## src/hdl/ffud_pkg.sv

```systemverilog
// Shared types, constants and helper functions of the form field decoder.
package ffud_pkg;

  localparam int NAME_MAX  = 16;
  localparam int OUT_MAX   = 4096;
  localparam int KEYPOS_W  = 5;
  localparam int NLEN_W    = 5;
  localparam int SIZE_W    = 13;
  localparam int LEN_W     = 12;
  localparam int MAX_RES   = 4;
  localparam int RIDX_W    = 2;
  localparam int RCNT_W    = 3;

  localparam logic [7:0] CH_SPACE = 8'h20;
  localparam logic [7:0] CH_PLUS  = 8'h2B;
  localparam logic [7:0] CH_PCT   = 8'h25;
  localparam logic [7:0] CH_AMP   = 8'h26;
  localparam logic [7:0] CH_EQ    = 8'h3D;

  typedef enum logic [1:0] {
    KIND_BYTE   = 2'd0,
    KIND_FOUND  = 2'd1,
    KIND_ABSENT = 2'd2
  } kind_t;

  typedef enum logic [1:0] {
    REG_NAME_LOW  = 2'd0,
    REG_NAME_HIGH = 2'd1,
    REG_NAME_LEN  = 2'd2,
    REG_OUT_SIZE  = 2'd3
  } cfg_reg_t;

  typedef enum logic [3:0] {
    PH_KEY   = 4'b0001,
    PH_SKIP  = 4'b0010,
    PH_VALUE = 4'b0100,
    PH_DONE  = 4'b1000
  } phase_t;

  typedef enum logic [1:0] {
    ESC_NONE  = 2'b00,
    ESC_PCT   = 2'b01,
    ESC_DIGIT = 2'b10
  } esc_t;

  typedef struct packed {
    logic [63:0]       name_low;
    logic [63:0]       name_high;
    logic [NLEN_W-1:0] name_length;
    logic [SIZE_W-1:0] out_size;
  } cfg_t;

  typedef struct packed {
    phase_t              phase;
    logic [KEYPOS_W-1:0] key_position;
    logic                key_mismatch;
    esc_t                escape_held;
    logic [7:0]          held_hex_char;
    logic [LEN_W-1:0]    output_count;
    logic                field_found;
  } state_t;

  typedef struct packed {
    logic [7:0] body_byte;
    logic       has_byte;
    logic       last_byte;
  } item_t;

  typedef struct packed {
    kind_t            kind;
    logic [7:0]       decoded_byte;
    logic [LEN_W-1:0] decoded_length;
    logic             last_result;
  } result_t;

  typedef struct packed {
    result_t [MAX_RES-1:0] res;
    logic [RCNT_W-1:0]     count;
  } bundle_t;

  localparam state_t STATE_RESET = '{
    phase:         PH_KEY,
    key_position:  '0,
    key_mismatch:  1'b0,
    escape_held:   ESC_NONE,
    held_hex_char: '0,
    output_count:  '0,
    field_found:   1'b0
  };

  function automatic logic is_hex(input logic [7:0] c);
    return (c >= 8'h30 && c <= 8'h39) || (c >= 8'h61 && c <= 8'h66) ||
           (c >= 8'h41 && c <= 8'h46);
  endfunction

  function automatic logic [3:0] hex_val(input logic [7:0] c);
    logic [7:0] t;
    t = (c <= 8'h39) ? (c - 8'h30) : ((c | 8'h20) - 8'h57);
    return t[3:0];
  endfunction

endpackage

```

## src/hdl/ffud_step.sv

```systemverilog
// Per-byte parse and decode logic: next state and the results of one item.
module ffud_step import ffud_pkg::*; (
  input  state_t  st,
  input  cfg_t    cfg,
  input  item_t   item,
  output state_t  st_next,
  output bundle_t bundle
);

  logic [7:0]        cand [MAX_RES];
  logic [RCNT_W-1:0] cn;
  logic              plain_go;
  logic [127:0]      name_all;
  logic [7:0]        name_b;
  logic [SIZE_W-1:0] lim;
  logic [SIZE_W-1:0] oc1;
  logic [SIZE_W-1:0] room;
  logic [RCNT_W-1:0] acc;
  logic [LEN_W-1:0]  oc_new;
  logic [7:0]        b;
  state_t            st_upd;

  assign name_all = {cfg.name_high, cfg.name_low};
  assign name_b   = name_all[{st.key_position[3:0], 3'b000} +: 8];
  assign b        = item.body_byte;

  always_comb begin
    st_upd   = st;
    cn       = '0;
    plain_go = 1'b0;
    for (int k = 0; k < MAX_RES; k++) begin
      cand[k] = '0;
    end

    if (item.has_byte) begin
      unique case (st.phase)
        PH_KEY: begin
          if (b == CH_AMP) begin
            st_upd.key_position = '0;
            st_upd.key_mismatch = 1'b0;
          end else if (b == CH_EQ) begin
            if (!st.key_mismatch && st.key_position == cfg.name_length &&
                cfg.name_length <= NLEN_W'(NAME_MAX)) begin
              st_upd.phase       = PH_VALUE;
              st_upd.field_found = 1'b1;
            end else begin
              st_upd.phase = PH_SKIP;
            end
            st_upd.key_position = '0;
            st_upd.key_mismatch = 1'b0;
          end else begin
            if (st.key_position >= cfg.name_length ||
                st.key_position >= KEYPOS_W'(NAME_MAX) || name_b != b) begin
              st_upd.key_mismatch = 1'b1;
            end
            if (st.key_position != '1) begin
              st_upd.key_position = st.key_position + 1'b1;
            end
          end
        end
        PH_SKIP: begin
          if (b == CH_AMP) begin
            st_upd.phase = PH_KEY;
          end
        end
        PH_VALUE: begin
          unique case (st.escape_held)
            ESC_PCT: begin
              if (is_hex(b)) begin
                st_upd.held_hex_char = b;
                st_upd.escape_held   = ESC_DIGIT;
              end else begin
                st_upd.escape_held = ESC_NONE;
                cand[cn[RIDX_W-1:0]] = CH_PCT;
                cn       = cn + 1'b1;
                plain_go = 1'b1;
              end
            end
            ESC_DIGIT: begin
              st_upd.escape_held = ESC_NONE;
              if (is_hex(b)) begin
                cand[cn[RIDX_W-1:0]] = {hex_val(st.held_hex_char), hex_val(b)};
                cn = cn + 1'b1;
              end else begin
                cand[cn[RIDX_W-1:0]] = CH_PCT;
                cn = cn + 1'b1;
                cand[cn[RIDX_W-1:0]] = st.held_hex_char;
                cn       = cn + 1'b1;
                plain_go = 1'b1;
              end
            end
            default: plain_go = 1'b1;
          endcase
          // Ordinary value byte once any pending escape has been resolved.
          if (plain_go) begin
            if (b == CH_AMP) begin
              st_upd.phase = PH_DONE;
            end else if (b == CH_PLUS) begin
              cand[cn[RIDX_W-1:0]] = CH_SPACE;
              cn = cn + 1'b1;
            end else if (b == CH_PCT) begin
              st_upd.escape_held = ESC_PCT;
            end else begin
              cand[cn[RIDX_W-1:0]] = b;
              cn = cn + 1'b1;
            end
          end
        end
        PH_DONE: ;
      endcase
    end

    // An escape still open at the end of the body goes out verbatim.
    if (item.last_byte && st_upd.phase == PH_VALUE) begin
      if (st_upd.escape_held != ESC_NONE) begin
        cand[cn[RIDX_W-1:0]] = CH_PCT;
        cn = cn + 1'b1;
      end
      if (st_upd.escape_held == ESC_DIGIT) begin
        cand[cn[RIDX_W-1:0]] = st_upd.held_hex_char;
        cn = cn + 1'b1;
      end
    end
  end

  // Bytes past the buffer limit are dropped; the kept ones are a prefix.
  always_comb begin
    lim    = (cfg.out_size > SIZE_W'(OUT_MAX)) ? SIZE_W'(OUT_MAX) : cfg.out_size;
    oc1    = {1'b0, st.output_count} + 1'b1;
    room   = (lim > oc1) ? (lim - oc1) : '0;
    acc    = (room < SIZE_W'(cn)) ? room[RCNT_W-1:0] : cn;
    oc_new = st.output_count + LEN_W'(acc);
  end

  always_comb begin
    state_t s;
    s = st_upd;
    s.output_count = oc_new;
    for (int k = 0; k < MAX_RES; k++) begin
      bundle.res[k] = '{kind: KIND_BYTE, decoded_byte: cand[k],
                        decoded_length: '0, last_result: 1'b0};
      if (RCNT_W'(k) == acc && item.last_byte) begin
        if (st_upd.field_found && cfg.out_size != '0) begin
          bundle.res[k] = '{kind: KIND_FOUND, decoded_byte: '0,
                            decoded_length: oc_new, last_result: 1'b1};
        end else begin
          bundle.res[k] = '{kind: KIND_ABSENT, decoded_byte: '0,
                            decoded_length: '0, last_result: 1'b1};
        end
      end
    end
    bundle.count = acc + RCNT_W'(item.last_byte);
    st_next      = item.last_byte ? STATE_RESET : s;
  end

endmodule

```

## config.mk

```make
export PLATFORM = sky130hd
export DESIGN_NAME = ffud_step
export DESIGN_NICKNAME = d
export VERILOG_FILES = /design/src/hdl/ffud_pkg.sv /design/src/hdl/ffud_step.sv
export SDC_FILE = /design/constraint.sdc
export NUM_CORES = 1
export LEC_CHECK = 0
export BUFFER_PORTS_ARGS = -buffer_cell sky130_fd_sc_hd__buf_2
export CAP_MARGIN = 20
export CORE_AREA = 2 2 123 125
export DETAILED_ROUTE_END_ITERATION = 6
export DIE_AREA = 0 0 125 127
export PLACE_DENSITY = 0.78
export SLEW_MARGIN = 25
export SYNTH_ARGS = -nofsm -noshare
export SYNTH_HDL_FRONTEND = slang
export SYNTH_SLANG_ARGS = --single-unit
```

## constraint.sdc

```tcl
create_clock -name vclk -period 21.7
set_input_delay 5.425 -clock vclk [all_inputs]
set_output_delay 5.425 -clock vclk [all_outputs]
set_load 0.02 [all_outputs]
```

After elaboration in Yosys (flattened, before gate mapping)
Index checks and enable logic that the tools add are counted.
{"block": "word_totals", "register_bits": 0, "elab_cells": 165, "inputBits": 189}
{"block": "op_classes", "bitwise_logic": 9, "n_mux": 84, "n_eq_ne": 17, "magnitude_cmp": 19, "reduce_logical": 23, "n_addsub": 12, "n_shift": 1}
{"operator": "$mux W32", "count": 10}
{"operator": "$shiftx A128 B8 Y8", "count": 1}
{"operator": "$mux W23", "count": 5}
{"operator": "$mux W8", "count": 12}
{"operator": "$bwmux W32", "count": 2}
{"operator": "$demux W8 S2", "count": 3}
{"operator": "$mux W3", "count": 14}
{"operator": "$mux W33", "count": 1}
{"operator": "$eq A8 B6 Y1 const B", "count": 4}
{"operator": "$and A28 B28 Y28", "count": 1}
{"operator": "$mux W4", "count": 7}
{"operator": "$not A28 Y28", "count": 1}
{"operator": "$mux W13", "count": 2}
{"operator": "$mux W6", "count": 4}
{"operator": "$and A20 B20 Y20", "count": 1}
{"operator": "$mux W20", "count": 1}
{"operator": "$not A20 Y20", "count": 1}
{"operator": "$ge A8 B7 Y1 const B", "count": 2}
{"operator": "$le A8 B6 Y1 const B", "count": 2}
{"operator": "$le A8 B7 Y1 const B", "count": 2}
{"operator": "$pmux W8 S2", "count": 1}
{"operator": "$logic_and A1 B1 Y1", "count": 14}
{"operator": "$add A12 B1 Y13 const B", "count": 1}
{"operator": "$gt A13 B13 Y1", "count": 1}
{"operator": "40 further kinds", "count": 72}

Logic depth before layout (Yosys ltp)
{"block": "logic_depth", "ltp_word": 28, "mapped_depth": 39, "ltp_nobuf": 38}

Worst setup path after synthesis
No wires, ideal clock.
{"block": "synth_path", "kind": "input to output", "from": "input port item[2] (netlist bit)", "to": "output port bundle[36] (netlist bit)", "cell_stages": 37, "required_ps": 16275, "path_slack_ps": 3898, "arrival_time_ps": 12377, "path_cell_list": "clkbuf_1 -> inv_1 -> ha_1 -> nor3b_1 -> a311o_1 -> nand2_1 -> nand2_1 -> and2_1 -> ha_1 -> nor2_1 -> a32o_1 -> nand2_1 -> ha_1 -> o21a_1 -> inv_1 -> ha_1 -> o211a_1 -> a21o_1 -> nand3_1 -> xnor2_1 -> inv_1 -> ha_1 -> a21oi_1 -> o21ai_0 -> or4_1 -> a2111oi_0 -> nand4_1 -> a22oi_4 -> mux2i_1 -> inv_2 -> ha_1 -> a21oi_1 -> nand2_1 -> nand3_1 -> xnor2_1 -> nand2_1 -> nor2_1"}
{"element": "start: declaration", "line_no": "ffud_step.sv:5", "text": "input item_t item,"}
{"element": "end: declaration", "line_no": "ffud_step.sv:7", "text": "output bundle_t bundle"}

==> results.toml <==
[pwr]
p_sw_share_pct = 58.0
power_frac_clock_pct = 0
cellLeakagePower_nw = 3.51
power_density_nw_per_um2 = 21.5
netSwitchingPower_w = 0.0000875
internal-power_w = 0.0000633
p_seq_share_pct = 0
ir_worst_vdd_v = 0.00000939
power_frac_comb_pct = 100.0

[global_routing]
grt.overflow.total = 0
antenna_found_initial = 4
grt_max_degree = 37
grt_pass1_vias = 6555
grt_use_total_pct = 25.1
grt_pass1_wl_um = 33100

[synth]
synth_mux_area_share_pct = 18.4
synthAdderAreaFrac_pct = 12.0
yosys.area_share.simple_pct = 32.9
yosys_warnings = 0
synth_compound_area_share_pct = 22.5
syn-cell-area_um2 = 5350
synth-xor-area-share_pct = 7.53
syn_nets = 1005
synth.distinct_cells = 77
syn_area_per_cell_um2 = 6.99
synth-seq-area-share_pct = 0
synth_cells = 766
synth_top_family_by_area = "simple AND/OR/NAND/NOR gates"

[floorplan]
initial_core_util_pct = 37.1
die_w_um = 125
dieArea_um2 = 15900
die_h_um = 127
core_um2 = 14400
rows = 44
io_pins = 317

[place]
hpwl_um = 18500
port-buffer-count = 317
dpl.cell_count = 1223
gp_congestion = 0.972
dpl_cell_area_um2 = 6980

[route]
vias = 7016
drtAntennaViolNets = 0
vias_per_cell = 5.71
routed_wl_um = 21800
drt-initial-drc-count = 590
drc_errors = 0
avgRoutedWirePerCell_um = 17.7
firstDrtPassIters = 6

[finish]
drive_above_1_share_pct = 37.2
nFillCells = 1494
seq_area_um2 = 0
area_delta_synth_final_pct = 30.8
fin_cells = 1229
fin_util_pct = 48.6
final_cell_mix = "buf_2, nor2_1, nand2_1, a21oi_1, ha_1"
final_common_cell = "buf_2"
fin_area_um2 = 7010
seq_cells = 0
clock_buffers = 0
layout.nets = 1281

[critical_path]
cp.arrival_ns = 13.35
slowest_stage = "mux2i_1"
required_ns = 16.27
cp_common_cell = "ha_1"
worstSetupEndpointType = "primary output"
critPathMaxStageDelay_ns = 0.43
cp_max_fo = 9
startpoint_type = "input port"
worstSetupPathType = "in -> out"

[worst_hold_path]
hp-class = "in -> out"
holdPathEnd = "st_next[0]"
holdPathStages = 4
min_from = "st[0]"

[run_status]
status = "finished, final reports clean"

[sta]
rsz0062_at_grt = "no"
max_slew_margin_pct = 40.2
finalSetupTns_ns = 0
finalCritPeriodShare_pct = 86.5
clock.fmax_mhz = 53.3
fin_crit_ns = 18.77
final-max-slew-violation-count = 0
finalHoldViolCount = 0
worst_pin_slew_ns = 0.886
whs_ns = 11.24
setup-violations-final = 0

[clocking]
post-cts-setup-buffers = 0
cts_hold_buffers = 0
cts_resized = 0

[flow_run]
timing.max_cap.violations = 0
how the worst max path moves through the flow:
stage	from	slack (ns)	cells past startpoint	to
6_report	item[3]	2.93	38	bundle[84]
5_1_grt	item[3]	2.15	38	bundle[84]
4_1_cts	item[3]	2.98	38	bundle[38]
3_5_place_dp	item[3]	3.02	38	bundle[38]
3_3_place_gp	item[3]	3.25	38	bundle[38]
2_1_floorplan	item[2]	3.90	37	bundle[36]
stage by stage:
step / worst slack (ns) / total power (W)
2_1_floorplan: 3.90 / 0.000100
3_3_place_gp: 3.25 / 0.000148
3_5_place_dp: 3.02 / 0.000149
4_1_cts: 2.98 / 0.000150
5_1_grt: 2.15 / 0.000164
6_report: 2.93 / 0.000151
cells in the mapped netlist (all sizes together), types with 9 or more instances:
master,n,area share [%]
a211oi,9,1.5
a21oi,53,5.0
a22oi,12,1.9
and2,23,2.7
and3,13,1.5
buf,13,1.6
clkbuf,34,2.4
ha,48,11
inv,39,2.7
mux4,40,17
nand2,70,4.9
nand2b,12,1.4
nand3,25,2.3
nand4,14,1.6
nor2,139,9.9
nor2b,19,2.2
nor3,20,1.9
o21ai,25,2.3
xnor2,25,4.1
xor2,21,3.4
critical path: cells and delay by family:
kind,cells,cell delay (ns)
mux,1,0.43
xor+xnor,2,0.44
compound gates,10,2.08
fa+ha+maj,6,1.67
simple gates,13,2.50
buf+inv,6,0.78
final cells by class:
type                            count  area, um^2  area share [%]
Timing Repair Buffer              321        1620            23.1
Multi-Input combinational cell    679        4990            71.3
Tap cell                          184         230            3.29
Antenna cell                        5        12.5           0.179
Inverter                           40         150            2.14
per-layer routing:
layer / wire length (um) / vias up / GRT usage [%] / share of wire, %
li1: - / 3366 / - / -
met1: 7950 / 3197 / 29.1 / 36
met3: 1770 / 42 / 2.55 / 8.1
met4: 629 / 0 / 6.21 / 2.9
met5: 0 / - / 0 / 0
met2: 11400 / 411 / 49.2 / 52
kinds of logic after synthesis:
kind of cell	after synthesis
multiplexers	48
AO/OA/AOI/OAI	172
buffers and inverters	87
XOR/XNOR	46
adder cells (fa/ha/maj)	50
AND/OR/NAND/NOR	363
power by group through the flow:
stage                Clock [W]  Combinational (W)  Sequential, W
2_1_floorplan                0           0.000100              0
3_3_place_gp                 0           0.000148              0
3_5_place_dp                 0           0.000149              0
4_1_cts                      0           0.000150              0
5_1_grt        0.0000000000247           0.000164              0
6_report       0.0000000000309           0.000151              0
No activity file was read; power rests on OpenSTA's default activity.
